[src/dhmf_pkg.sv]
// Package for the 5x5 depth hole filler: geometry limits, widths, register codes,
// the window record passed from the front end to the filter, and the mode-pick helper.
// No dependencies.
package dhmf_pkg;

	localparam int MAX_WIDTH  = 1024;
	localparam int MAX_HEIGHT = 1024;

	localparam int DEPTH_W     = 11;
	localparam int CFG_DIM_W   = 11;
	localparam int INNER_THR_W = 4;
	localparam int OUTER_THR_W = 5;
	localparam int IDX_W       = 8;
	localparam int BUS_W       = ((DEPTH_W + 7) / 8) * 8;

	localparam int WIN    = 5;
	localparam int RADIUS = 2;
	localparam int NB_N   = WIN * WIN - 1;
	localparam int LINES  = WIN - 1;
	localparam int CNT_W  = $clog2(NB_N + 1);

	localparam int COL_W = $clog2(MAX_WIDTH);
	localparam int ROW_W = $clog2(MAX_HEIGHT + 4);
	localparam int MAX_DIM = (MAX_WIDTH > MAX_HEIGHT) ? MAX_WIDTH : MAX_HEIGHT;
	localparam int DIM_W = $clog2(MAX_DIM + 1);
	localparam int CRD_W = ((ROW_W > DIM_W) ? ROW_W : DIM_W) + 2;

	// Neighbor k is window position k, or k+1 past the center; these sit in the 3x3 ring.
	localparam logic [NB_N-1:0] INNER_MASK = 24'h0399C0;

	localparam logic [CFG_DIM_W-1:0]   WIDTH_RST     = 11'd320;
	localparam logic [CFG_DIM_W-1:0]   HEIGHT_RST    = 11'd240;
	localparam logic [INNER_THR_W-1:0] INNER_THR_RST = 4'd2;
	localparam logic [OUTER_THR_W-1:0] OUTER_THR_RST = 5'd2;

	typedef enum logic [IDX_W-1:0] {
		REG_WIDTH     = 8'd0,
		REG_HEIGHT    = 8'd1,
		REG_INNER_THR = 8'd2,
		REG_OUTER_THR = 8'd3
	} reg_idx_t;

	typedef logic [DEPTH_W-1:0] depth_t;

	typedef struct packed {
		logic [DIM_W-1:0]       width;
		logic [DIM_W-1:0]       height;
		logic [INNER_THR_W-1:0] inner_thr;
		logic [OUTER_THR_W-1:0] outer_thr;
	} cfg_t;

	// Neighbors outside the frame are already forced to zero, so they drop out like holes.
	typedef struct packed {
		depth_t [NB_N-1:0] nb;
		depth_t            centre;
		logic              last;
	} win_item_t;

	typedef struct packed {
		logic [CNT_W-1:0] cnt;
		depth_t           val;
	} cand_t;

	// The lower-indexed candidate wins unless the other one is strictly more frequent.
	function automatic cand_t pick(input cand_t a, input cand_t b);
		return (b.cnt > a.cnt) ? b : a;
	endfunction

endpackage

[src/dhmf_queue.sv]
// Two-entry queue of window records between the front end and the filter.
// Depends on dhmf_pkg.
module dhmf_queue import dhmf_pkg::*; (
	input  logic      clk,
	input  logic      arst_n,
	input  logic      push,
	input  win_item_t push_item,
	output logic      full,
	input  logic      pop,
	output logic      not_empty,
	output win_item_t head
);
	win_item_t  mem_q [2];
	logic       wptr_q, rptr_q;
	logic [1:0] count_q;

	assign full      = count_q == 2'd2;
	assign not_empty = count_q != 2'd0;
	assign head      = mem_q[rptr_q];

	always_ff @(posedge clk or negedge arst_n) begin
		if (!arst_n) begin
			wptr_q  <= 1'b0;
			rptr_q  <= 1'b0;
			count_q <= 2'd0;
		end else begin
			if (push) begin
				wptr_q <= !wptr_q;
			end
			if (pop) begin
				rptr_q <= !rptr_q;
			end
			if (push && !pop) begin
				count_q <= count_q + 2'd1;
			end else if (pop && !push) begin
				count_q <= count_q - 2'd1;
			end
		end
	end

	always_ff @(posedge clk) begin
		if (push) begin
			mem_q[wptr_q] <= push_item;
		end
	end
endmodule

[config.mk]
export PLATFORM = sky130hd
export DESIGN_NAME = dhmf_queue
export DESIGN_NICKNAME = d
export VERILOG_FILES = /design/src/dhmf_pkg.sv /design/src/dhmf_queue.sv
export SDC_FILE = /design/constraint.sdc
export NUM_CORES = 1
export LEC_CHECK = 0
export BUFFER_PORTS_ARGS = -buffer_cell sky130_fd_sc_hd__buf_2
export CAP_MARGIN = 10
export CORE_AREA = 2 2 227 274
export CTS_BUF_LIST = sky130_fd_sc_hd__clkbuf_8
export DETAILED_ROUTE_END_ITERATION = 10
export DIE_AREA = 0 0 229 276
export SYNTH_ARGS = -nofsm -noshare
export SYNTH_HDL_FRONTEND = slang
export SYNTH_SLANG_ARGS = --single-unit
[constraint.sdc]
create_clock -name clk -period 12.4 [get_ports clk]
set_input_delay 0.62 -clock clk [delete_from_list [all_inputs] [get_ports clk]]
set_output_delay 0.62 -clock clk [all_outputs]
set_load 0.005 [all_outputs]
==> results.tsv, run 1 <==
stage	metric	value	unit
outcome	outcome	complete, no violations	
global_route	largest net degree at the start of global routing	157	
power_and_ir_drop	VDD IR max	154.6	uV
routing	Total Wirelength	47.06	mm
setup_path	reg2reg setup slack	9.26	ns
clocking	Clock Sinks	556	
logic_synthesis	cell area after synthesis	21060	um^2
clocking	CTS tree	built	
setup_path	Top delay family on crit path	buffers and inverters	
setup_path	max incr delay on CP	1.12	ns
setup_path	Crit. End Element	output port	
placed_design	PortBufs	557	
clocking	Clock Latency Late Sink	0.66	ns
cells_and_area	final instance area	26330	um^2
logic_synthesis	post-synthesis cell count	875	
placed_design	GP Congestion	0.7967	
setup_path	Worst Path Buf+Inv	3	
floorplanning	die width	229	um
placed_design	Setup WS pre-CTS	8.187	ns
sta	final clock skew	0.02876	ns
cells_and_area	Final Non-Filler Cells	2384	
logic_synthesis	#FFs+latches synth	556	
routing	DRC Markers	0	
global_route	vias in the first global route	11360	
logic_synthesis	Synth area leaders	edfxtp_1 79%, mux2_4 16%, mux2_2 2.5%, buf_6 1.4%, dfrtp_1 0.48%	
clocking	CTS max path bufs	3	
routing	number of DRC markers in iteration 0	506	
global_route	first-pass GRT wire length	69.63	mm
cells_and_area	Util after Layout	43.56	%
setup_path	Cell Chain, Critical Path	buf_4 -> buf_4 -> mux2_4 -> buf_2	
sta	RSZ-0062 raised after global routing	no	
logic_synthesis	YS warnings	0	
global_route	Congestion Overflow GR	0	
placed_design	dpl cells	2217	
logic_synthesis	Distinct cells, synth	14	
sta	Fin Setup TNS	0	ns
sta	fin crit share	39.00	%
setup_path	slowest CP cell	dfrtp_4	
setup_path	Req. time, crit path	11.78	ns
logic_synthesis	total nets after synthesis	1156	
setup_path	largest fanout on the critical path	62	
sta	slew at the pin closest to its max-slew limit	1.256	ns
clocking	post-CTS sizing	0	
clocking	H-tree level count	3	
sta	Min Hold Slack	0.1442	ns
floorplanning	core area	60450	um^2
floorplanning	Row Count	99	
setup_path	most used cell, CP	buf_4	
floorplanning	Die ar.	63200	um^2
sta	# setup viols final	0	
power_and_ir_drop	pwr dens	220.5	nW/um^2
placed_design	DP Wirelength	32.18	mm
global_route	initial antenna violation count	11	
setup_path	WP data arrival	4.22	ns
routing	Vias per Instance	4.387	
clocking	total setup buffers inserted after CTS	0	
cells_and_area	Nets	1780	
sta	count of pins over their slew limit	0	
routing	WL per Instance	19.74	um
power_and_ir_drop	Pleak	10.56	nW
sta	Slew HR	16.26	%
sta	fmax	206.8	MHz
sta	fin worst setup slack	7.563	ns
placed_design	placed inst area	24650	um^2
floorplanning	# IOs	558	
setup_path	crit start category	flip-flop	
run	Maximum Capacitance Violations	0	
sta	Fin. Hold Viols	0	
logic_synthesis	Syn Area/Cell	24.07	um^2
clocking	Clock Pin Slew Worst Setup and Hold Paths	0.06	ns
routing	Final ANT Viol Nets	0	
logic_synthesis	post-synthesis sequential area ratio	79.18	%
cells_and_area	synth-to-layout area growth	25.02	%
global_route	total track usage	14.53	%
logic_synthesis	post-synth top area share	78.71	%
cells_and_area	layout cell share with drive strength beyond 1	60.94	%
routing	via count	10460	
clocking	hold_buf cts	1	
clocking	clock buffer count from CTS	87	
sta	post-layout minimum cycle time	4.837	ns
logic_synthesis	Yosys top cell by area	edfxtp_1	
clocking	clock root buffer	clkbuf_8	
setup_path	crit path kind	reg -> out	
floorplanning	Initial Utilization	34.84	%
power_and_ir_drop	Final Total Pwr	5.806	mW
min_path	hold crit path type	in -> reg	
floorplanning	Die H	276	um
routing	DRT Pass-1 Iters	4	
==> power breakdown <==
group / total, mW / internal (mW) / switching [mW] / leakage [nW]
registers: 2.64 / 2.50 / 0.136 / 5.23
logic: 1.72 / 0.922 / 0.794 / 4.37
clock network: 1.45 / 0.759 / 0.694 / 0.962
==> cells in the final DEF (no fill, tap or decap) <==
cell           count
and2_4             1
buf_12             3
buf_2            557
buf_4              5
bufinv_16          4
clkbuf_8          89
clkinv_1          17
clkinv_2          12
clkinv_8           1
dfrtp_1            3
dfrtp_4            1
diode_2            9
dlygate4sd3_1      1
edfxtp_1         552
ha_1               1
inv_1             31
inv_12             2
inv_6              1
inv_8              1
mux2_2            46
mux2_4           230
nor2_1             1
nor2b_1            1
nor2b_4            1
or2_2              1
xnor2_1            1
xor2_1             4
==> final timing paths <==
path / start / endpoint / depth (start not counted)
max in group asynchronous: arst_n / rptr_q / 2
min reg2reg: count_q[1] / count_q[1] / 1
max: rptr_q / head[161] / 4
max reg2reg: wptr_q / mem_q[0][135] / 3
min: push_item[204] / mem_q[0][204] / 1
min in group asynchronous: arst_n / rptr_q / 2
==> registers in the layout (all words and copies together), names as in the netlist <==
name,flops
count_q,2
wptr_q,1
mem_q,552
rptr_q,1
==> worst reg2reg max path, cell delays in order (launching register included) <==
cell and delay, ns:
dfrtp_1 0.42, nor2b_4 0.58, buf_4 0.93, buf_4 0.82
==> cells in the mapped netlist, drive strengths merged <==
master,instances
buf,31
xor2,4
nor2b,2
or2,1
xnor2,1
and2,1
inv,1
dfrtp,4
ha,1
mux2,276
nor2,1
edfxtp,552
==> logic make-up (layout without fill, tap and decap cells) <==
kind of cell,count (synthesis),after routing,share of synthesized area [%]
XOR/XNOR,5,5,0.2079
adder cells (fa/ha/maj),1,1,0.05940
buffers and inverters,32,724,1.557
flip-flops,556,556,79.18
multiplexers,276,276,18.86
other,0,9,0
AND/OR/NAND/NOR,5,5,0.1367
==> routing by layer <==
metal	vias up	wire, um	track usage [%]
met4	6	1142	5.528
met1	5238	17000	15.32
li1	4765	-	-
met3	81	3500	5.012
met2	369	25380	26.49
met5	-	34	0
==> final cells by class <==
class	count	area (um^2)
Fill cell	5471	34120
Inverter	1	3.754
Clock buffer	89	1225
Clock inverter	68	425.4
Sequential cell	556	16680
Tap cell	808	1011
Antenna cell	9	22.52
Multi-Input combinational cell	287	4066
Timing Repair Buffer	566	2895
(Power assumes the default switching activity.)
==> run 2, diff against run 1 <==
- ABC_AREA: default -> 1
- CORE_AREA: 2 2 227 274 -> 2 2 228 274
- DIE_AREA: 0 0 229 276 -> 0 0 230 276
- clock period: 12.4 -> 4.35 ns (I/O delays scaled with it)
==> results.tsv, run 2 <==
stage	metric	value	unit
floorplanning	Initial Utilization	34.73	%
sta	fin crit share	67.42	%
sta	# setup viols final	0	
global_route	initial antenna violation count	1	
logic_synthesis	Synth area leaders	edfxtp_1 79%, mux2_4 16%, mux2_2 2.5%, buf_6 1.4%, dfrtp_1 0.47%	
min_path	hold crit path type	in -> reg	
sta	slew at the pin closest to its max-slew limit	1.344	ns
setup_path	Req. time, crit path	4.13	ns
sta	Fin. Hold Viols	0	
logic_synthesis	post-synthesis cell count	884	
placed_design	PortBufs	557	
setup_path	crit start category	flip-flop	
power_and_ir_drop	pwr dens	576.9	nW/um^2
floorplanning	die width	230	um
floorplanning	Die ar.	63480	um^2
logic_synthesis	YS warnings	0	
clocking	clock root buffer	clkbuf_8	
logic_synthesis	Top FF cell, synth	edfxtp_1	
cells_and_area	synth-to-layout area growth	38.93	%
clocking	Clock Pin Slew Worst Setup and Hold Paths	0.06	ns
logic_synthesis	number of flops mapped to enable cells by yosys	552	
setup_path	R2R Path End	mem_q[0][128]	
logic_synthesis	cell area after synthesis	21080	um^2
outcome	outcome	complete, no violations	
sta	count of pins over their slew limit	0	
cells_and_area	Largest register FFs	552	
sta	Slew HR	10.38	%
floorplanning	core area	60700	um^2
floorplanning	Die H	276	um
routing	Final ANT Viol Nets	0	
min_path	hold-critical path depth	2	
min_path	Hold Crit Start	push_item[271]	
cells_and_area	Nets	2080	
logic_synthesis	total nets after synthesis	1165	
setup_path	FF-to-FF Start	wptr_q	
setup_path	largest fanout on the critical path	48	
power_and_ir_drop	VDD IR max	367.6	uV
setup_path	WP data arrival	2.72	ns
floorplanning	Row Count	99	
logic_synthesis	Distinct cells, synth	14	
cells_and_area	layout cell share with drive strength beyond 1	51.37	%
routing	via count	11660	
global_route	Congestion Overflow GR	0	
placed_design	GP Congestion	0.7987	
clocking	CTS tree	built	
global_route	largest net degree at the start of global routing	182	
clocking	CTS max path bufs	3	
setup_path	reg2reg setup slack	2.36	ns
sta	RSZ-0062 raised after global routing	no	
clocking	Clock Sinks	556	
cells_and_area	commonest non-fill, non-tap cell in the layout	buf_2	
clocking	post-CTS sizing	0	
global_route	total track usage	15.18	%
routing	DRC Markers	0	
sta	fmax	341.0	MHz
sta	post-layout minimum cycle time	2.933	ns
power_and_ir_drop	Pleak	11.81	nW
routing	WL per Instance	18.44	um
power_and_ir_drop	Final Total Pwr	16.89	mW
global_route	vias in the first global route	12890	
routing	number of DRC markers in iteration 0	519	
cells_and_area	most frequent cells in the layout	557 x buf_2, 552 x edfxtp_1, 280 x dlygate4sd3_1, 230 x mux2_4, 92 x clkbuf_8	
setup_path	Crit. End Element	output port	
min_path	Hold Path End	mem_q[0][271]	
logic_synthesis	top-count cell post-synth	edfxtp_1	
logic_synthesis	post-synthesis sequential area ratio	79.12	%
run	Maximum Capacitance Violations	0	
floorplanning	# IOs	558	
global_route	met1 usage	16.54	%
routing	Total Wirelength	49.38	mm
logic_synthesis	most frequent cells after synthesis	552 x edfxtp_1, 230 x mux2_4, 46 x mux2_2	
setup_path	r2r worst-path depth	2	
logic_synthesis	Syn Area/Cell	23.84	um^2
cells_and_area	biggest regs	mem_q x552, count_q x2	
logic_synthesis	Yosys top cell by area	edfxtp_1	
routing	Vias per Instance	4.355	
clocking	total setup buffers inserted after CTS	0	
global_route	gr busiest metal	met2	
setup_path	crit path kind	reg -> out	
clocking	Clock Latency Late Sink	0.67	ns
sta	Min Hold Slack	0.2687	ns
clocking	clock buffer count from CTS	91	
logic_synthesis	async set or reset register ratio after synthesis	0.7194	%
global_route	met3 Track Usage GR	4.641	%
cells_and_area	Top reg by flops	mem_q	
placed_design	DP Wirelength	31.51	mm
clocking	H-tree level count	3	
global_route	first-pass GRT wire length	73.84	mm
global_route	grt met2 use	26.92	%
routing	DRT Pass-1 Iters	6	
sta	final clock skew	0.02094	ns
logic_synthesis	#FFs+latches synth	556	
logic_synthesis	post-synth top area share	78.64	%
==> run 2: worst max-delay path, cell delays in order (launching register included) <==
cell and delay (ns):
dfrtp_4 1.08, buf_4 0.45, mux2_2 0.39, buf_2 0.13
==> run 2: worst max-delay path by stage <==
stage | from | slack [ns] | end
floorplan | wptr_q | -0.67 | mem_q[1][0]
global placement | rptr_q | 2.05 | head[4]
CTS | rptr_q | 1.26 | head[22]
detailed placement | rptr_q | 2.03 | head[22]
global route | rptr_q | 1.21 | head[23]
finish | rptr_q | 1.42 | head[264]
==> run 2: cells by family after synthesis <==
group | count (synthesis) | share of synthesized area, %
multiplexers | 276 | 18.84
flip-flops | 556 | 79.12
AND/OR/NAND/NOR | 10 | 0.1959
buffers and inverters | 38 | 1.662
XOR/XNOR | 3 | 0.1247
adder cells (fa/ha/maj) | 1 | 0.05935
==> run 2: timing repair <==
action                                  4_1_cts  5_1_grt
hold buffers                                280        0
endpoints found under the setup margin        0        0
hold endpoints to repair                    559        0
==> run 2: stage by stage <==
| step | instance area, um^2 | cells | TNS, ns | setup slack, ns | util, % |
|---|---|---|---|---|---|
| final | 29280 | 2678 | 0 | 1.417 | 48.25 |
| after global routing | 29280 | 2676 | 0 | 1.215 | 48.24 |
| after CTS | 29280 | 2675 | 0 | 1.258 | 48.23 |
| after detailed placement | 24830 | 2234 | 0 | 2.027 | 40.91 |
| after global placement | 24830 | 2234 | 0 | 2.050 | 40.91 |
| after floorplan | 21090 | 884 | -348.17 | -0.6683 | - |
==> run 2: area by class of cell <==
type	instances	area [um^2]
flip-flops and latches	556	16680
multi-input cells	290	4061
clock buffers	92	1266
well taps	808	1011
inverters	7	30.03
diodes	3	7.507
repair buffers	853	5848
clock inverters	69	379.1
fillers	5152	31410
==> run 2: per-layer routing <==
metal	vias to the layer above	routed length (um)
met3	111	3410
met2	449	25640
li1	5382	-
met4	0	1926
met1	5722	18400
met5	-	0
==> run 2: where the power goes <==
group / switching (mW) / internal (mW) / leakage [nW]
registers: 0.368 / 7.12 / 5.23
logic: 2.41 / 2.86 / 5.63
clock network: 2.04 / 2.10 / 0.958
